### src/fqr_pkg.sv
// shared types and constants for the fifo queue with remove-by-value
// no dependencies
package fqr_pkg;

   localparam int DATA_W   = 32;
   localparam int MODE_W   = 2;
   localparam int STATUS_W = 2;
   localparam int OCC_W    = 5;

   localparam logic [MODE_W-1:0] MODE_PUSH   = 2'd0;
   localparam logic [MODE_W-1:0] MODE_POP    = 2'd1;
   localparam logic [MODE_W-1:0] MODE_REMOVE = 2'd2;

   localparam logic [STATUS_W-1:0] ST_OK      = 2'd0;
   localparam logic [STATUS_W-1:0] ST_FULL    = 2'd1;
   localparam logic [STATUS_W-1:0] ST_EMPTY   = 2'd2;
   localparam logic [STATUS_W-1:0] ST_MISSING = 2'd3;

   typedef struct packed {
      logic load;
      logic exec;
      logic scan;
      logic commit;
   } dp_cmd_type;

   typedef struct packed {
      logic need_scan;
      logic scan_done;
   } dp_status_type;

endpackage

### src/fifo_queue_with_remove_by_value_unit.sv
// push/pop: word accepted, then execute, strobe on the next; no new word while busy
// remove-by-value: execute, then one pass over the held entries through the store,
// one read and at most one write a cycle, dropping every entry equal to the value,
// then the strobe; an empty queue skips the pass, and no match gives status missing
// reset: synchronous, active high; queue empty, store contents undefined
// the receiver cannot stall: each result is strobed for exactly one cycle
module fifo_queue_with_remove_by_value_unit #(
   parameter int DEPTH = 16
) (
   input  logic                                clock,
   input  logic                                reset,
   input  logic                                start,
   output logic                                busy,
   input  logic        [fqr_pkg::MODE_W-1:0]   req_mode,
   input  logic signed [fqr_pkg::DATA_W-1:0]   req_value,
   output logic                                rsp_strobe,
   output logic signed [fqr_pkg::DATA_W-1:0]   rsp_data,
   output logic        [fqr_pkg::STATUS_W-1:0] rsp_status,
   output logic        [fqr_pkg::OCC_W-1:0]    rsp_occupancy
);
   import fqr_pkg::*;

   dp_cmd_type    cmd;
   dp_status_type stat;

   fqr_control u_control (
      .clock      (clock),
      .reset      (reset),
      .start      (start),
      .busy       (busy),
      .rsp_strobe (rsp_strobe),
      .cmd        (cmd),
      .stat       (stat)
   );

   fqr_datapath #(
      .DEPTH (DEPTH)
   ) u_datapath (
      .clock         (clock),
      .reset         (reset),
      .cmd           (cmd),
      .stat          (stat),
      .req_mode      (req_mode),
      .req_value     (req_value),
      .rsp_data      (rsp_data),
      .rsp_status    (rsp_status),
      .rsp_occupancy (rsp_occupancy)
   );

endmodule

### src/fqr_datapath.sv
// queue store, pointers, count and remove-by-value scan/compaction
// depends on fqr_pkg
module fqr_datapath #(
   parameter int DEPTH = 16
) (
   input  logic                                  clock,
   input  logic                                  reset,
   input  fqr_pkg::dp_cmd_type                   cmd,
   output fqr_pkg::dp_status_type                stat,
   input  logic        [fqr_pkg::MODE_W-1:0]     req_mode,
   input  logic signed [fqr_pkg::DATA_W-1:0]     req_value,
   output logic signed [fqr_pkg::DATA_W-1:0]     rsp_data,
   output logic        [fqr_pkg::STATUS_W-1:0]   rsp_status,
   output logic        [fqr_pkg::OCC_W-1:0]      rsp_occupancy
);
   import fqr_pkg::*;

   localparam int PTR_W = (DEPTH > 1) ? $clog2(DEPTH) : 1;
   localparam int CNT_W = $clog2(DEPTH + 1);
   localparam logic [PTR_W-1:0] PTR_LAST = PTR_W'(DEPTH - 1);
   localparam logic [CNT_W-1:0] CNT_FULL = CNT_W'(DEPTH);

   logic signed [DATA_W-1:0] mem [DEPTH];

   logic [MODE_W-1:0]        mode_ff;
   logic signed [DATA_W-1:0] key_ff;
   logic [PTR_W-1:0]         head_ff, head_in;
   logic [PTR_W-1:0]         tail_ff, tail_in;
   logic [CNT_W-1:0]         count_ff, count_in;
   logic [PTR_W-1:0]         rd_ptr_ff, rd_ptr_in;
   logic [PTR_W-1:0]         wr_ptr_ff, wr_ptr_in;
   logic [CNT_W-1:0]         issued_ff, issued_in;
   logic [CNT_W-1:0]         kept_ff, kept_in;
   logic                     hit_ff, hit_in;
   logic                     rd_valid_ff, rd_valid_in;
   logic                     pop_ok_ff, pop_ok_in;
   logic [STATUS_W-1:0]      status_ff, status_in;
   logic signed [DATA_W-1:0] rd_data_ff;

   logic                     mem_we;
   logic [PTR_W-1:0]         mem_wa;
   logic signed [DATA_W-1:0] mem_wd;
   logic                     mem_re;
   logic [PTR_W-1:0]         mem_ra;

   function automatic logic [PTR_W-1:0] wrap_next(input logic [PTR_W-1:0] p);
      return (p == PTR_LAST) ? '0 : p + PTR_W'(1);
   endfunction

   always_comb begin
      head_in     = head_ff;
      tail_in     = tail_ff;
      count_in    = count_ff;
      rd_ptr_in   = rd_ptr_ff;
      wr_ptr_in   = wr_ptr_ff;
      issued_in   = issued_ff;
      kept_in     = kept_ff;
      hit_in      = hit_ff;
      rd_valid_in = 1'b0;
      pop_ok_in   = pop_ok_ff;
      status_in   = status_ff;
      mem_we      = 1'b0;
      mem_wa      = tail_ff;
      mem_wd      = key_ff;
      mem_re      = 1'b0;
      mem_ra      = head_ff;

      if (cmd.exec) begin
         pop_ok_in = 1'b0;
         status_in = ST_OK;
         rd_ptr_in = head_ff;
         wr_ptr_in = head_ff;
         issued_in = '0;
         kept_in   = '0;
         hit_in    = 1'b0;
         unique case (mode_ff)
            MODE_PUSH: begin
               if (count_ff == CNT_FULL) begin
                  status_in = ST_FULL;
               end else begin
                  mem_we   = 1'b1;
                  tail_in  = wrap_next(tail_ff);
                  count_in = count_ff + CNT_W'(1);
               end
            end
            MODE_POP: begin
               if (count_ff == '0) begin
                  status_in = ST_EMPTY;
               end else begin
                  mem_re    = 1'b1;
                  pop_ok_in = 1'b1;
                  head_in   = wrap_next(head_ff);
                  count_in  = count_ff - CNT_W'(1);
               end
            end
            MODE_REMOVE: begin
               if (count_ff == '0) begin
                  status_in = ST_EMPTY;
               end
            end
            default: begin
               status_in = ST_OK;
            end
         endcase
      end

      if (cmd.scan) begin
         if (issued_ff != count_ff) begin
            mem_re      = 1'b1;
            mem_ra      = rd_ptr_ff;
            rd_ptr_in   = wrap_next(rd_ptr_ff);
            issued_in   = issued_ff + CNT_W'(1);
            rd_valid_in = 1'b1;
         end
         if (rd_valid_ff) begin
            if (rd_data_ff == key_ff) begin
               hit_in = 1'b1;
            end else begin
               mem_we    = 1'b1;
               mem_wa    = wr_ptr_ff;
               mem_wd    = rd_data_ff;
               wr_ptr_in = wrap_next(wr_ptr_ff);
               kept_in   = kept_ff + CNT_W'(1);
            end
         end
      end

      if (cmd.commit) begin
         if (hit_ff) begin
            status_in = ST_OK;
            count_in  = kept_ff;
            tail_in   = wr_ptr_ff;
         end else begin
            status_in = ST_MISSING;
         end
      end
   end

   always_ff @(posedge clock) begin
      if (mem_we) begin
         mem[mem_wa] <= mem_wd;
      end
      if (mem_re) begin
         rd_data_ff <= mem[mem_ra];
      end
      if (cmd.load) begin
         mode_ff <= req_mode;
         key_ff  <= req_value;
      end
   end

   always_ff @(posedge clock) begin
      if (reset) begin
         head_ff     <= '0;
         tail_ff     <= '0;
         count_ff    <= '0;
         rd_ptr_ff   <= '0;
         wr_ptr_ff   <= '0;
         issued_ff   <= '0;
         kept_ff     <= '0;
         hit_ff      <= 1'b0;
         rd_valid_ff <= 1'b0;
         pop_ok_ff   <= 1'b0;
         status_ff   <= ST_OK;
      end else begin
         head_ff     <= head_in;
         tail_ff     <= tail_in;
         count_ff    <= count_in;
         rd_ptr_ff   <= rd_ptr_in;
         wr_ptr_ff   <= wr_ptr_in;
         issued_ff   <= issued_in;
         kept_ff     <= kept_in;
         hit_ff      <= hit_in;
         rd_valid_ff <= rd_valid_in;
         pop_ok_ff   <= pop_ok_in;
         status_ff   <= status_in;
      end
   end

   assign stat.need_scan = (mode_ff == MODE_REMOVE) && (count_ff != '0);
   assign stat.scan_done = (issued_ff == count_ff) && !rd_valid_ff;

   assign rsp_data      = pop_ok_ff ? rd_data_ff : '0;
   assign rsp_status    = status_ff;
   assign rsp_occupancy = OCC_W'(count_ff);

endmodule

### src/fqr_control.sv
// request sequencer: accept, execute, scan, respond
// depends on fqr_pkg
module fqr_control (
   input  logic                   clock,
   input  logic                   reset,
   input  logic                   start,
   output logic                   busy,
   output logic                   rsp_strobe,
   output fqr_pkg::dp_cmd_type    cmd,
   input  fqr_pkg::dp_status_type stat
);
   import fqr_pkg::*;

   typedef enum logic [3:0] {
      S_IDLE = 4'b0001,
      S_EXEC = 4'b0010,
      S_SCAN = 4'b0100,
      S_RESP = 4'b1000
   } state_type;

   state_type state_ff, state_in;

   always_comb begin
      state_in   = state_ff;
      cmd        = '0;
      busy       = 1'b1;
      rsp_strobe = 1'b0;
      unique case (state_ff)
         S_IDLE: begin
            busy = 1'b0;
            if (start) begin
               cmd.load = 1'b1;
               state_in = S_EXEC;
            end
         end
         S_EXEC: begin
            cmd.exec = 1'b1;
            state_in = stat.need_scan ? S_SCAN : S_RESP;
         end
         S_SCAN: begin
            cmd.scan = 1'b1;
            if (stat.scan_done) begin
               cmd.commit = 1'b1;
               state_in   = S_RESP;
            end
         end
         S_RESP: begin
            rsp_strobe = 1'b1;
            state_in   = S_IDLE;
         end
         default: begin
            state_in = S_IDLE;
         end
      endcase
   end

   always_ff @(posedge clock) begin
      if (reset) begin
         state_ff <= S_IDLE;
      end else begin
         state_ff <= state_in;
      end
   end

endmodule
### config.mk
export PLATFORM = sky130hd
export DESIGN_NAME = fifo_queue_with_remove_by_value_unit
export DESIGN_NICKNAME = d
export VERILOG_FILES = /design/src/fqr_pkg.sv /design/src/fifo_queue_with_remove_by_value_unit.sv /design/src/fqr_datapath.sv /design/src/fqr_control.sv
export SDC_FILE = /design/constraint.sdc
export NUM_CORES = 1
export LEC_CHECK = 0
export ABC_AREA = 1
export BUFFER_PORTS_ARGS = -buffer_cell sky130_fd_sc_hd__clkbuf_2
export CORE_MARGIN = 3
export CORE_UTILIZATION = 55
export CTS_BUF_LIST = sky130_fd_sc_hd__clkbuf_16
export DETAILED_ROUTE_END_ITERATION = 6
export PLACE_DENSITY = 0.72
export SLEW_MARGIN = 0
export SYNTH_ARGS = -nofsm -noshare
export SYNTH_HDL_FRONTEND = slang
export SYNTH_SLANG_ARGS = --single-unit
### constraint.sdc
create_clock -name clock -period 4.5 [get_ports clock]
set_input_delay 0.675 -clock clock [delete_from_list [all_inputs] [get_ports clock]]
set_output_delay 0.675 -clock clock [all_outputs]
set_load 0.01 [all_outputs]
==> implementation parameters <==
Parameter                              Value

Layout
  Fraction of layout instances using a drive strength above 1 ... 0.09060
  Area added between synthesis and finish ... 11.49%
  Net total in the final layout ... 2926
  Leading cell type in the layout, fill and taps excluded ... nand3_1
  Antenna diodes ... 0
  Most frequent cells in the layout ... 633 x nand3_1, 603 x inv_1, 597 x nand2_1, 578 x edfxtp_1, 77 x clkbuf_2
  Final Instance Count excl. Fillers ... 3597

Routing
  Routed wire length ... 76.66 mm
  Via Count ... about 20000
  Iteration-0 DRC Markers ... ~2800
  Remaining design rule violation count ... 0
  Average detailed-routed wire length per instance ... between 20 and 25 um
  Count of nets left with antenna violations after detail routing ... 0
  Detailed Routing Iterations Pass 1 ... 6
  Per-cell via count in the routed design ... ~5.7

STA
  Max-slew headroom ... 0.09625
  Max Freq ... 0.2642 GHz
  Final cycle utilization of the critical path ... 0.8412
  Worst hold margin ... approximately 230 ps
  Final-report setup violation count ... 0
  Worst-Margin Slew ... 1351 ps
  Number of hold violations in the final report ... 0
  Aggregate negative setup slack ... 0 ps
  Unrepaired setup endpoints after global routing ... false
  Shortest clock period the worst path allows after layout ... between 3000 and 4000 ps
  Number of pins with negative max-slew slack in the final report ... 0
  Post-Route Skew ... 30.02 ps

CTS
  Clk pin slew, worst setup/hold paths ... 60 ps
  Source-to-sink clock delay at the later pin of the worst-skew pair ... 640 ps
  Count of instances resized after the clock tree is built ... 0
  Sinks on the clock net ... around 620
  Post-CTS Setup Bufs ... 0
  Number of clock buffers inserted by TritonCTS ... between 60 and 70
  Root Driver ... clkbuf_16
  Post-cts hold buffer count ... 0
  H-tree depth ... 2
  CTS tree ... done
  Longest Clk Path Bufs ... 3

Place
  RePlAce Congestion ... between 0.8 and 0.9
  Placed cell count ... about 3500
  Total half-perimeter wirelength after legalization and detailed placement ... around 43 mm
  Number of I/O port buffers ... 77

Pwr
  Total net switching power ... approximately 3.4 mW
  Pwr Density ... 437.0 nW/um2
  Leakage ... roughly 14 nW
  Sw frac ... 0.2462
  Internal portion of total power ... 10.29 mW
  Peak VDD IR ... roughly 0.00042 V
  Relative contribution of the clock network to total power ... 0.372
  Share of power burned in registers ... 0.531
  Logic pwr share ... 0.098
  Power after layout ... between 10 and 15 mW

Global route
  Grt ovf ... 0
  Overall fraction of global-route tracks in use ... 0.2851
  Antenna violations before repair ... 0
  Global-route wire length before repair ... about 120 mm
  Largest net degree at the start of global routing ... approximately 150
  Number of global-route vias before repair ... roughly 20000

Status
  Status ... completed

Logic synthesis
  Post-Syn Instances ... around 2800
  Synthesis Warnings ... 0
  Parity-gate share of the synthesized area counting xor and xnor cells ... 0.01250
  Area fraction in and, or, nand and nor cells after synthesis ... 0.2079
  Synthesized cell area ... 28020 um2
  Number of enable flip-flop cells after synthesis ... 578
  Seq/Total Area, Yosys ... 0.6481
  Post-synthesis async set-or-reset flop share ... 0
  Syn_nets ... between 2000 and 3000
  Synthesized flop and latch total ... 618
  Post-Synthesis Mean Instance Area ... 9.921 um2
  Number of unique standard cell types used by synthesis ... 36
  Share of the synthesized area in compound gates (AO/OA/AOI/OAI) ... 0.01876
  Most used flip-flop cell after synthesis ... edfxtp_1
  Adder-cell share of the synthesized area ... 0.005359
  Multiplexer area fraction after synthesis ... 0
  Combinational family with the most area after synthesis ... simple AND/OR/NAND/NOR gates

Floorplanning
  Core area ... between 50000 and 60000 um2
  I/O pin total ... 78
  Die width ... ~230 um
  Number of placement rows ... roughly 80
  Die span in y ... ~230 um
  Initial cell density of the core ... 0.5573
  Area enclosed by the die boundary ... between 50000 and 60000 um2

Critical path
  Slowest Stage Delay on Critical Path ... 540 ps
  Data required time of the critical path ... 4810 ps
  Most frequent cell on the critical path ... nand2_1
  Cell breakdown of the critical path ... xnor2_1 -> nand2_1 -> nor3_1 -> nand2_1 -> nor2_1 -> nand2_1 -> nand2_2 -> nand2_1 -> nand2_1 -> nand3_1 -> nor2_4 -> buf_12
  Highest-delay cell along the critical path ... nor2_4
  Reg2reg setup slack ... ~710 ps
  Critical Path End Type ... flop
  Top fanout value on the critical path ... 23
  Element type at the critical path start ... flop
  Crit path arrival time ... around 4000 ps
  Setup CP Type ... reg2reg

Run
  Maxcap violations ... 0

Hold path
  Class of the worst hold path ... in2reg
==> cell type report <==
cell class | instances | area, um2
Clock buffer | 61 | 1526
Clock inverter | 50 | 452.9
Fill cell | 4049 | 19040
Inverter | 601 | 2256
Multi-Input combinational cell | 1464 | 7049
Sequential cell | 618 | 18160
Tap cell | 672 | 840.8
Timing Repair Buffer | 131 | 953.4
==> metrics by stage <==
step	utilization	worst slack [ps]	instance area [um2]
6_report	0.6214	714.7	31240
5_1_grt	0.6214	530.6	31240
4_1_cts	0.6214	787.3	31240
3_5_place_dp	0.5820	795.8	29260
3_3_place_gp	0.5820	875.8	29260
2_1_floorplan	-	968.1	28020
==> Yosys cell counts (3+ instances only) <==
library cell | count | area (um2)
nor4_1 | 3 | 18.77
inv_1 | 593 | 2226
buf_2 | 84 | 420.4
edfxtp_1 | 578 | 17360
nand2_2 | 3 | 18.77
nand3_1 | 634 | 3173
a31oi_1 | 4 | 25.02
buf_4 | 18 | 135.1
nand2_1 | 599 | 2248
xnor2_1 | 19 | 166.4
nor2_1 | 49 | 183.9
clkbuf_1 | 26 | 97.59
o21ai_1 | 7 | 35.03
buf_1 | 6 | 22.52
dfxtp_1 | 40 | 800.8
inv_2 | 8 | 30.03
buf_6 | 7 | 78.83
xor2_1 | 21 | 183.9
ha_1 | 12 | 150.1
a211oi_1 | 4 | 30.03
a21oi_1 | 31 | 155.2
o21ai_0 | 42 | 210.2
nor3_1 | 17 | 85.08
==> routing by layer <==
layer	vias to the layer above	share of wire	track usage
met5	-	0	0
met4	0	0.046	0.1234
met3	224	0.10	0.04821
met2	1253	0.47	0.4591
met1	9693	0.38	0.3852
li1	9301	-	-
==> sequential cells by signal, summed over array words and instances (netlist names) <==
signal                    cells
u_datapath.mem              512
u_datapath.key_ff            32
u_datapath.rd_data_ff        32
u_datapath.issued_ff          5
u_datapath.kept_ff            5
u_datapath.rsp_occupancy      5
u_control.state_ff            4
u_datapath.head_ff            4
u_datapath.rd_ptr_ff          4
u_datapath.tail_ff            4
u_datapath.wr_ptr_ff          4
u_datapath.mode_ff            2
u_datapath.rsp_status         2
u_datapath.hit_ff             1
u_datapath.pop_ok_ff          1
u_datapath.rd_valid_ff        1
==> kinds of logic (layout without fill, tap and decap cells) <==
family	after synthesis	in the layout
xor+xnor	40	40
fa+ha+maj	12	12
compound gates	97	97
simple gates	1315	1315
flops	618	618
buf+inv	742	843
==> power groups by stage <==
stage,clock network [mW],logic (mW),registers (mW)
final,5.07,1.33,7.24
after global routing,5.34,1.45,7.26
after CTS,5.12,1.32,7.24
after detailed placement,0,1.31,7.36
after global placement,0,1.28,7.35
after floorplan,0,0.751,7.32
==> worst paths after layout <==
kind	cells past startpoint	to	start
setup / recovery	12	u_datapath.mem[7][26]	u_datapath.rd_data_ff[4]
hold reg to reg	2	u_datapath.hit_ff	u_datapath.hit_ff
hold / removal	1	u_datapath.mode_ff[1]	req_mode[1]
setup reg to reg	12	u_datapath.mem[7][26]	u_datapath.rd_data_ff[4]
==> critical path, delay by kind of cell (launching register included) <==
kind | cells | cell delay [ps]
XOR/XNOR | 1 | 400
buffers and inverters | 1 | 310
flip-flops | 1 | 490
AND/OR/NAND/NOR | 10 | 2250
Note: power is estimated with default switching activity, not from simulation.
